--- src/sv/lzhc_pkg.sv ---
package lzhc_pkg;

	// table geometry; HASH_ENTRIES is a power of two
	localparam int HASH_ENTRIES = 32768;
	localparam int WINDOW_SIZE  = 32768;
	localparam int HASH_BITS    = $clog2(HASH_ENTRIES);
	localparam int HASH_SHIFT   = 5;
	localparam int POS_BITS     = 16;
	localparam int BYTE_BITS    = 8;
	localparam int OP_BITS      = 2;
	localparam int INDEX_BITS   = 15;

	localparam logic [HASH_BITS-1:0] LAST_ENTRY = HASH_BITS'(HASH_ENTRIES - 1);
	localparam logic [POS_BITS-1:0]  WINDOW     = POS_BITS'(WINDOW_SIZE);

	// operation codes
	localparam logic [OP_BITS-1:0] OP_INSERT = 2'd0;
	localparam logic [OP_BITS-1:0] OP_UPDATE = 2'd1;
	localparam logic [OP_BITS-1:0] OP_SLIDE  = 2'd2;

	typedef enum logic [2:0] {
		ST_CLEAR,
		ST_IDLE,
		ST_INS,
		ST_SLIDE,
		ST_SLIDE_END,
		ST_HOLD
	} state_t;

	// one port pair of a table
	typedef struct packed {
		logic                 rd_en;
		logic [HASH_BITS-1:0] rd_addr;
		logic                 wr_en;
		logic [HASH_BITS-1:0] wr_addr;
		logic [POS_BITS-1:0]  wr_data;
	} ram_ctl_t;

	// finished result offered to the output register
	typedef struct packed {
		logic                  valid;
		logic [POS_BITS-1:0]   match;
		logic [INDEX_BITS-1:0] hash;
	} result_t;

	// rolling hash: shift in the new byte and keep the table index bits
	function automatic logic [HASH_BITS-1:0] hash_next(logic [HASH_BITS-1:0] h,
		logic [BYTE_BITS-1:0] b);
		logic [HASH_BITS+HASH_SHIFT-1:0] wide;
		wide = {h, HASH_SHIFT'(0)} ^ (HASH_BITS+HASH_SHIFT)'(b);
		return wide[HASH_BITS-1:0];
	endfunction

	// slide one table entry down by the window
	function automatic logic [POS_BITS-1:0] slide_entry(logic [POS_BITS-1:0] v);
		logic [POS_BITS-1:0] r;
		r = (v >= WINDOW) ? POS_BITS'(v - WINDOW) : '0;
		return r;
	endfunction

	// report the low index bits of the hash
	function automatic logic [INDEX_BITS-1:0] hash_report(logic [HASH_BITS-1:0] h);
		logic [31:0] w;
		w = 32'(h);
		return w[INDEX_BITS-1:0];
	endfunction

endpackage

--- src/sv/lzhc_seq.sv ---
module lzhc_seq (
	input  logic                            clk,
	input  logic                            arst_n,
	input  logic                            in_valid,
	output logic                            in_stall,
	input  logic [lzhc_pkg::OP_BITS-1:0]    operation,
	input  logic [lzhc_pkg::BYTE_BITS-1:0]  next_byte,
	input  logic [lzhc_pkg::POS_BITS-1:0]   position,
	output lzhc_pkg::ram_ctl_t              head_ctl,
	output lzhc_pkg::ram_ctl_t              link_ctl,
	input  logic [lzhc_pkg::POS_BITS-1:0]   head_rdata,
	input  logic [lzhc_pkg::POS_BITS-1:0]   link_rdata,
	output lzhc_pkg::result_t               res,
	input  logic                            res_ready
);

	lzhc_pkg::state_t state_q, state_d;

	logic [lzhc_pkg::HASH_BITS-1:0] cnt_q;
	logic [lzhc_pkg::HASH_BITS-1:0] wa_q;
	logic                           sw_wr_q;
	logic [lzhc_pkg::HASH_BITS-1:0] hash_q;
	logic [lzhc_pkg::POS_BITS-1:0]  pos_q;
	logic [lzhc_pkg::POS_BITS-1:0]  match_q;

	logic                           accept;
	logic [lzhc_pkg::HASH_BITS-1:0] hash_new;

	assign accept   = in_valid && !in_stall;
	assign hash_new = lzhc_pkg::hash_next(hash_q, next_byte);

	// next state
	always_comb begin
		state_d = state_q;
		case (state_q)
			lzhc_pkg::ST_CLEAR: begin
				if (cnt_q == lzhc_pkg::LAST_ENTRY) state_d = lzhc_pkg::ST_IDLE;
			end
			lzhc_pkg::ST_IDLE: begin
				if (accept) begin
					if (operation == lzhc_pkg::OP_INSERT) begin
						state_d = lzhc_pkg::ST_INS;
					end else if (operation == lzhc_pkg::OP_SLIDE) begin
						state_d = lzhc_pkg::ST_SLIDE;
					end else if (!res_ready) begin
						state_d = lzhc_pkg::ST_HOLD;
					end
				end
			end
			lzhc_pkg::ST_INS, lzhc_pkg::ST_SLIDE_END, lzhc_pkg::ST_HOLD: begin
				state_d = res_ready ? lzhc_pkg::ST_IDLE : lzhc_pkg::ST_HOLD;
			end
			lzhc_pkg::ST_SLIDE: begin
				if (cnt_q == lzhc_pkg::LAST_ENTRY) state_d = lzhc_pkg::ST_SLIDE_END;
			end
			default: state_d = lzhc_pkg::ST_IDLE;
		endcase
	end

	// table ports, handshake and result
	always_comb begin
		in_stall  = 1'b1;
		head_ctl  = '0;
		link_ctl  = '0;
		res       = '0;
		res.hash  = lzhc_pkg::hash_report(hash_q);
		case (state_q)
			lzhc_pkg::ST_CLEAR: begin
				head_ctl.wr_en   = 1'b1;
				head_ctl.wr_addr = cnt_q;
				link_ctl.wr_en   = 1'b1;
				link_ctl.wr_addr = cnt_q;
			end
			lzhc_pkg::ST_IDLE: begin
				in_stall = 1'b0;
				if (in_valid) begin
					case (operation)
						lzhc_pkg::OP_INSERT: begin
							head_ctl.rd_en   = 1'b1;
							head_ctl.rd_addr = hash_new;
						end
						lzhc_pkg::OP_UPDATE: begin
							res.valid = 1'b1;
							res.hash  = lzhc_pkg::hash_report(hash_new);
						end
						lzhc_pkg::OP_SLIDE: begin
							res.valid = 1'b0;
						end
						default: begin
							res.valid = 1'b1;
						end
					endcase
				end
			end
			lzhc_pkg::ST_INS: begin
				head_ctl.wr_en   = 1'b1;
				head_ctl.wr_addr = hash_q;
				head_ctl.wr_data = pos_q;
				link_ctl.wr_en   = 1'b1;
				link_ctl.wr_addr = pos_q[lzhc_pkg::HASH_BITS-1:0];
				link_ctl.wr_data = head_rdata;
				res.valid        = 1'b1;
				res.match        = head_rdata;
			end
			lzhc_pkg::ST_SLIDE: begin
				head_ctl.rd_en   = 1'b1;
				head_ctl.rd_addr = cnt_q;
				link_ctl.rd_en   = 1'b1;
				link_ctl.rd_addr = cnt_q;
				head_ctl.wr_en   = sw_wr_q;
				head_ctl.wr_addr = wa_q;
				head_ctl.wr_data = lzhc_pkg::slide_entry(head_rdata);
				link_ctl.wr_en   = sw_wr_q;
				link_ctl.wr_addr = wa_q;
				link_ctl.wr_data = lzhc_pkg::slide_entry(link_rdata);
			end
			lzhc_pkg::ST_SLIDE_END: begin
				head_ctl.wr_en   = 1'b1;
				head_ctl.wr_addr = wa_q;
				head_ctl.wr_data = lzhc_pkg::slide_entry(head_rdata);
				link_ctl.wr_en   = 1'b1;
				link_ctl.wr_addr = wa_q;
				link_ctl.wr_data = lzhc_pkg::slide_entry(link_rdata);
				res.valid        = 1'b1;
			end
			lzhc_pkg::ST_HOLD: begin
				res.valid = 1'b1;
				res.match = match_q;
			end
			default: begin
				in_stall = 1'b1;
			end
		endcase
	end

	// control registers
	always_ff @(posedge clk or negedge arst_n) begin
		if (!arst_n) begin
			state_q <= lzhc_pkg::ST_CLEAR;
			cnt_q   <= '0;
			sw_wr_q <= 1'b0;
			hash_q  <= '0;
		end else begin
			state_q <= state_d;
			case (state_q)
				lzhc_pkg::ST_CLEAR: begin
					cnt_q <= cnt_q + 1'b1;
				end
				lzhc_pkg::ST_IDLE: begin
					cnt_q   <= '0;
					sw_wr_q <= 1'b0;
					if (accept && (operation inside {lzhc_pkg::OP_INSERT,
						lzhc_pkg::OP_UPDATE})) begin
						hash_q <= hash_new;
					end
				end
				lzhc_pkg::ST_SLIDE: begin
					cnt_q   <= cnt_q + 1'b1;
					sw_wr_q <= 1'b1;
				end
				default: begin
					sw_wr_q <= 1'b0;
				end
			endcase
		end
	end

	// payload registers
	always_ff @(posedge clk) begin
		if (accept) begin
			pos_q <= position;
		end
		if (state_q == lzhc_pkg::ST_SLIDE) begin
			wa_q <= cnt_q;
		end
		if (res.valid && !res_ready) begin
			match_q <= res.match;
		end
	end

	// an insert write phase always follows an accepted insert
	assert property (@(posedge clk) disable iff (!arst_n)
		state_q == lzhc_pkg::ST_INS |->
		$past(accept) && $past(operation) == lzhc_pkg::OP_INSERT)
		else $error("insert write phase without accepted insert");

	// the clearing pass runs once after reset only
	assert property (@(posedge clk) disable iff (!arst_n)
		state_q != lzhc_pkg::ST_CLEAR |=> state_q != lzhc_pkg::ST_CLEAR)
		else $error("clearing pass re-entered");

	// a held result keeps its hash
	assert property (@(posedge clk) disable iff (!arst_n)
		state_q == lzhc_pkg::ST_HOLD |=> $stable(hash_q))
		else $error("hash changed while result held");

	// a slide ends by offering its result
	assert property (@(posedge clk) disable iff (!arst_n)
		state_q == lzhc_pkg::ST_SLIDE_END |=>
		state_q == lzhc_pkg::ST_IDLE || state_q == lzhc_pkg::ST_HOLD)
		else $error("slide did not finish");

	// sweep writes trail the reads by one entry
	assert property (@(posedge clk) disable iff (!arst_n)
		state_q == lzhc_pkg::ST_SLIDE && sw_wr_q |-> wa_q == cnt_q - 1'b1)
		else $error("slide write address out of step");

endmodule

--- config.mk ---
export PLATFORM = sky130hd
export DESIGN_NAME = lzhc_seq
export DESIGN_NICKNAME = d
export VERILOG_FILES = /design/src/sv/lzhc_pkg.sv /design/src/sv/lzhc_seq.sv
export SDC_FILE = /design/constraint.sdc
export NUM_CORES = 1
export LEC_CHECK = 0
export BUFFER_PORTS_ARGS = -buffer_cell sky130_fd_sc_hd__buf_2
export CAP_MARGIN = 20
export CORE_ASPECT_RATIO = 1.1
export CORE_MARGIN = 2
export CORE_UTILIZATION = 30
export DETAILED_ROUTE_END_ITERATION = 7
export PLACE_DENSITY = 0.65
export SLEW_MARGIN = 15
export SYNTH_ARGS = -nofsm -noshare
export SYNTH_HDL_FRONTEND = slang
export SYNTH_SLANG_ARGS = --single-unit
--- constraint.sdc ---
create_clock -name clk -period 2.6 [get_ports clk]
set_input_delay 0.39 -clock clk [delete_from_list [all_inputs] [get_ports clk]]
set_output_delay 0.39 -clock clk [all_outputs]
set_load 0.02 [all_outputs]
==> results.py <==
metrics = {
    "worst_setup_path": {
        "crit_path_end_kind": "primary output",
        "slowest_stage": "dfrtp_1",
        "reg2reg_slack_ps": 470,
        "r2r_end": "cnt_q[5]",
        "crit_path_cell_trace": "nand2b_1, nor2_2, buf_6, o21ai_0, o31ai_1, buf_2",
        "cp_slowest_stage_delay_ps": 400,
        "r2r-start": "state_q[0]",
        "required_ps": 2210,
        "crit_path_start": "state_q[2]",
        "r2r_cells": 5,
        "critPathLaunchType": "flip-flop",
        "crit_type": "flip-flop to primary output",
        "cp.arrival_ps": 2100,
        "path_max_fanout": 22,
    },
    "clocking": {
        "postCtsHoldBufs": 0,
        "cts.htree.levels": 3,
        "cts_tree": "done",
        "insertion_delay_ps": 340,
        "clockRootBuffer": "clkbuf_16",
        "cts-buffers-inserted": 9,
        "cts_sinks": 81,
        "path_clk_slew_ps": 60,
        "clk_path_buf_depth": 2,
    },
    "routing": {
        "drt_iter0_drc": 331,
        "routed_wl_mm": 15.30,
        "drc_errors": 0,
        "vias_per_cell": 5.207,
        "wl_per_cell_um": 17.87,
        "ant_nets": 0,
        "vias": 4457,
        "drt_first_pass_iters": 5,
    },
    "sta": {
        "setup_ws_ps": 113.3,
        "max-slew-margin-rel_pct": 39.37,
        "skew_ps": 5.462,
        "tightestPinTransition_ps": 906.1,
        "setup_viol": 0,
        "hold_violations": 0,
        "min_period_over_period_pct": 95.64,
        "slew_viol_final": 0,
        "tns_ps": 0,
        "rsz0062_at_grt": "false",
        "fin_crit_ps": 2487,
        "fmax_ghz": 0.4021,
    },
    "synthesis": {
        "synth_edf_count": 47,
        "muxShareOfSynthArea_pct": 5.790,
        "syn_inst": 469,
        "synth-adder-area-share_pct": 0.2585,
        "synth.distinct_cells": 45,
        "synth-xor-area-share_pct": 0.8788,
        "yosysSeqAreaShare_pct": 46.73,
        "yosys.area_share.simple_pct": 12.07,
        "yosysWarnings": 0,
        "async_reset_ff_share_pct": 41.98,
        "avgSynthCellArea_um2": 10.32,
        "ys_ff_latch": 81,
        "ys.flop_type": "edfxtp_1",
        "synth_top_family_by_area": "compound AO/OA/AOI/OAI gates",
        "synth_area_um2": 4841,
        "synth_compound_area_share_pct": 29.13,
        "syn-num-nets": 532,
    },
    "die": {
        "core_um2": 15740,
        "start_util_pct": 30.76,
        "die_area_um2": 17170,
        "io_pins": 191,
        "dieHeight_um": 137.2,
        "rows": 48,
        "die_x_um": 125.1,
    },
    "placement": {
        "place_inst": 834,
        "dp_slack_ps": 424.0,
        "post-dp-hpwl_mm": 11.78,
        "place_congestion": 0.9348,
        "placed_area_um2": 5959,
        "portBuffers": 190,
    },
    "global_routing": {
        "grt.total_usage_pct": 17.55,
        "grt_pass1_wl_mm": 23.07,
        "antenna_found_initial": 0,
        "grt_max_degree": 40,
        "gr-total-overflow": 0,
        "grt_pass1_vias": 4063,
    },
    "layout": {
        "nNetsFinal": 714,
        "layout_commonest_cell": "buf_2",
        "stdcell_count": 856,
        "synthToLayoutAreaGrowth_pct": 30.65,
        "fin_area_um2": 6325,
        "fin_util_pct": 40.20,
        "mostFrequentLayoutCells": "buf_2 (190), a22o_1 (47), edfxtp_1 (47)",
        "diodes": 0,
        "drive_gt1_share_pct": 41.01,
    },
    "power_and_ir_drop": {
        "worst_ir_drop_vdd_uv": 608.3,
        "p_per_area_nw_per_um2": 1056,
        "p_leak_nw": 3.011,
    },
    "worst_hold_path": {
        "min_path_type": "input port to asynchronous set/reset pin",
    },
    "status": {
        "status": "finished clean",
    },
    "flow_run": {
        "maxCapViolations": 0,
    },
}
[synthesized netlist by cell type (all sizes together), types with 6 or more instances]
| cell type | instances | share of area (%) |
|---|---|---|
| a21o | 18 | 2.8 |
| a21oi | 43 | 4.4 |
| a22o | 47 | 8.5 |
| a2bb2oi | 28 | 5.1 |
| a31oi | 14 | 1.8 |
| and2 | 19 | 2.5 |
| buf | 32 | 3.8 |
| clkbuf | 11 | 0.90 |
| dfrtp | 34 | 18 |
| edfxtp | 47 | 29 |
| inv | 6 | 0.47 |
| mux2 | 24 | 5.6 |
| nand2 | 25 | 1.9 |
| nand3 | 6 | 0.62 |
| nor2 | 17 | 1.4 |
| nor2b | 17 | 2.2 |
| o21ai | 39 | 4.0 |
[what timing repair did]
item	in CTS	in global routing
setup buffers	0	6
endpoints found under the setup margin	0	62
gates resized for setup	0	3
[through the flow]
step / power, mW / hold WS, ps
2_1_floorplan: 4.366 / 94.41
3_3_place_gp: 5.450 / 484.1
3_5_place_dp: 5.462 / 489.8
4_1_cts: 6.693 / 159.3
5_1_grt: 7.094 / 197.9
6_report: 6.676 / 136.3
[layout make-up]
class,count,area (um^2)
fill,1570,9410
multi-input combinational,339,2340
sequential,81,2263
timing repair buffer,214,1164
clock buffer,13,270.3
tap,200,250.2
inverter,6,22.52
clock inverter,3,15.01
[metal layers]
metal	wire length, um	track usage [%]	vias to the layer above
met5	0	0	-
met4	275	6.173	0
met3	947	3.029	18
met2	7109	28.96	192
met1	6965	23.44	2081
li1	-	-	2166
[how the worst max path moves through the flow]
stage	endpoint	slack, ps	cells past startpoint
2_1_floorplan	match_q[0]	130	5
3_3_place_gp	res[17]	440	5
3_5_place_dp	link_ctl[30]	420	6
4_1_cts	link_ctl[30]	50	6
5_1_grt	head_ctl[42]	40	6
6_report	head_ctl[30]	110	6
[flip-flops by register name, indices dropped and copies added (netlist names)]
register  cells
pos_q        16
state_q       3
cnt_q        15
sw_wr_q       1
hash_q       15
wa_q         15
match_q      16
[power by group]
group          switching [mW]  internal [mW]  total, mW
sequential              0.354           1.75       2.10
combinational            2.06           1.31       3.37
clock                   0.483          0.720       1.20
[logic make-up (layout without fill, tap and decap cells)]
logic type      after synthesis  in the layout
fa+ha+maj                     1              1
buf+inv                      49            236
xor+xnor                      4              4
compound gates              203            203
mux                          25             25
flops                        81             81
simple gates                106            106
[critical path: cells and delay by family (launching register included)]
family | cells | cell delay, ps
DFF | 1 | 400
and+or+nand+nor | 2 | 580
buffers and inverters | 2 | 500
AOI/OAI and AO/OA | 2 | 280
No activity file was read; power rests on OpenSTA's default activity.
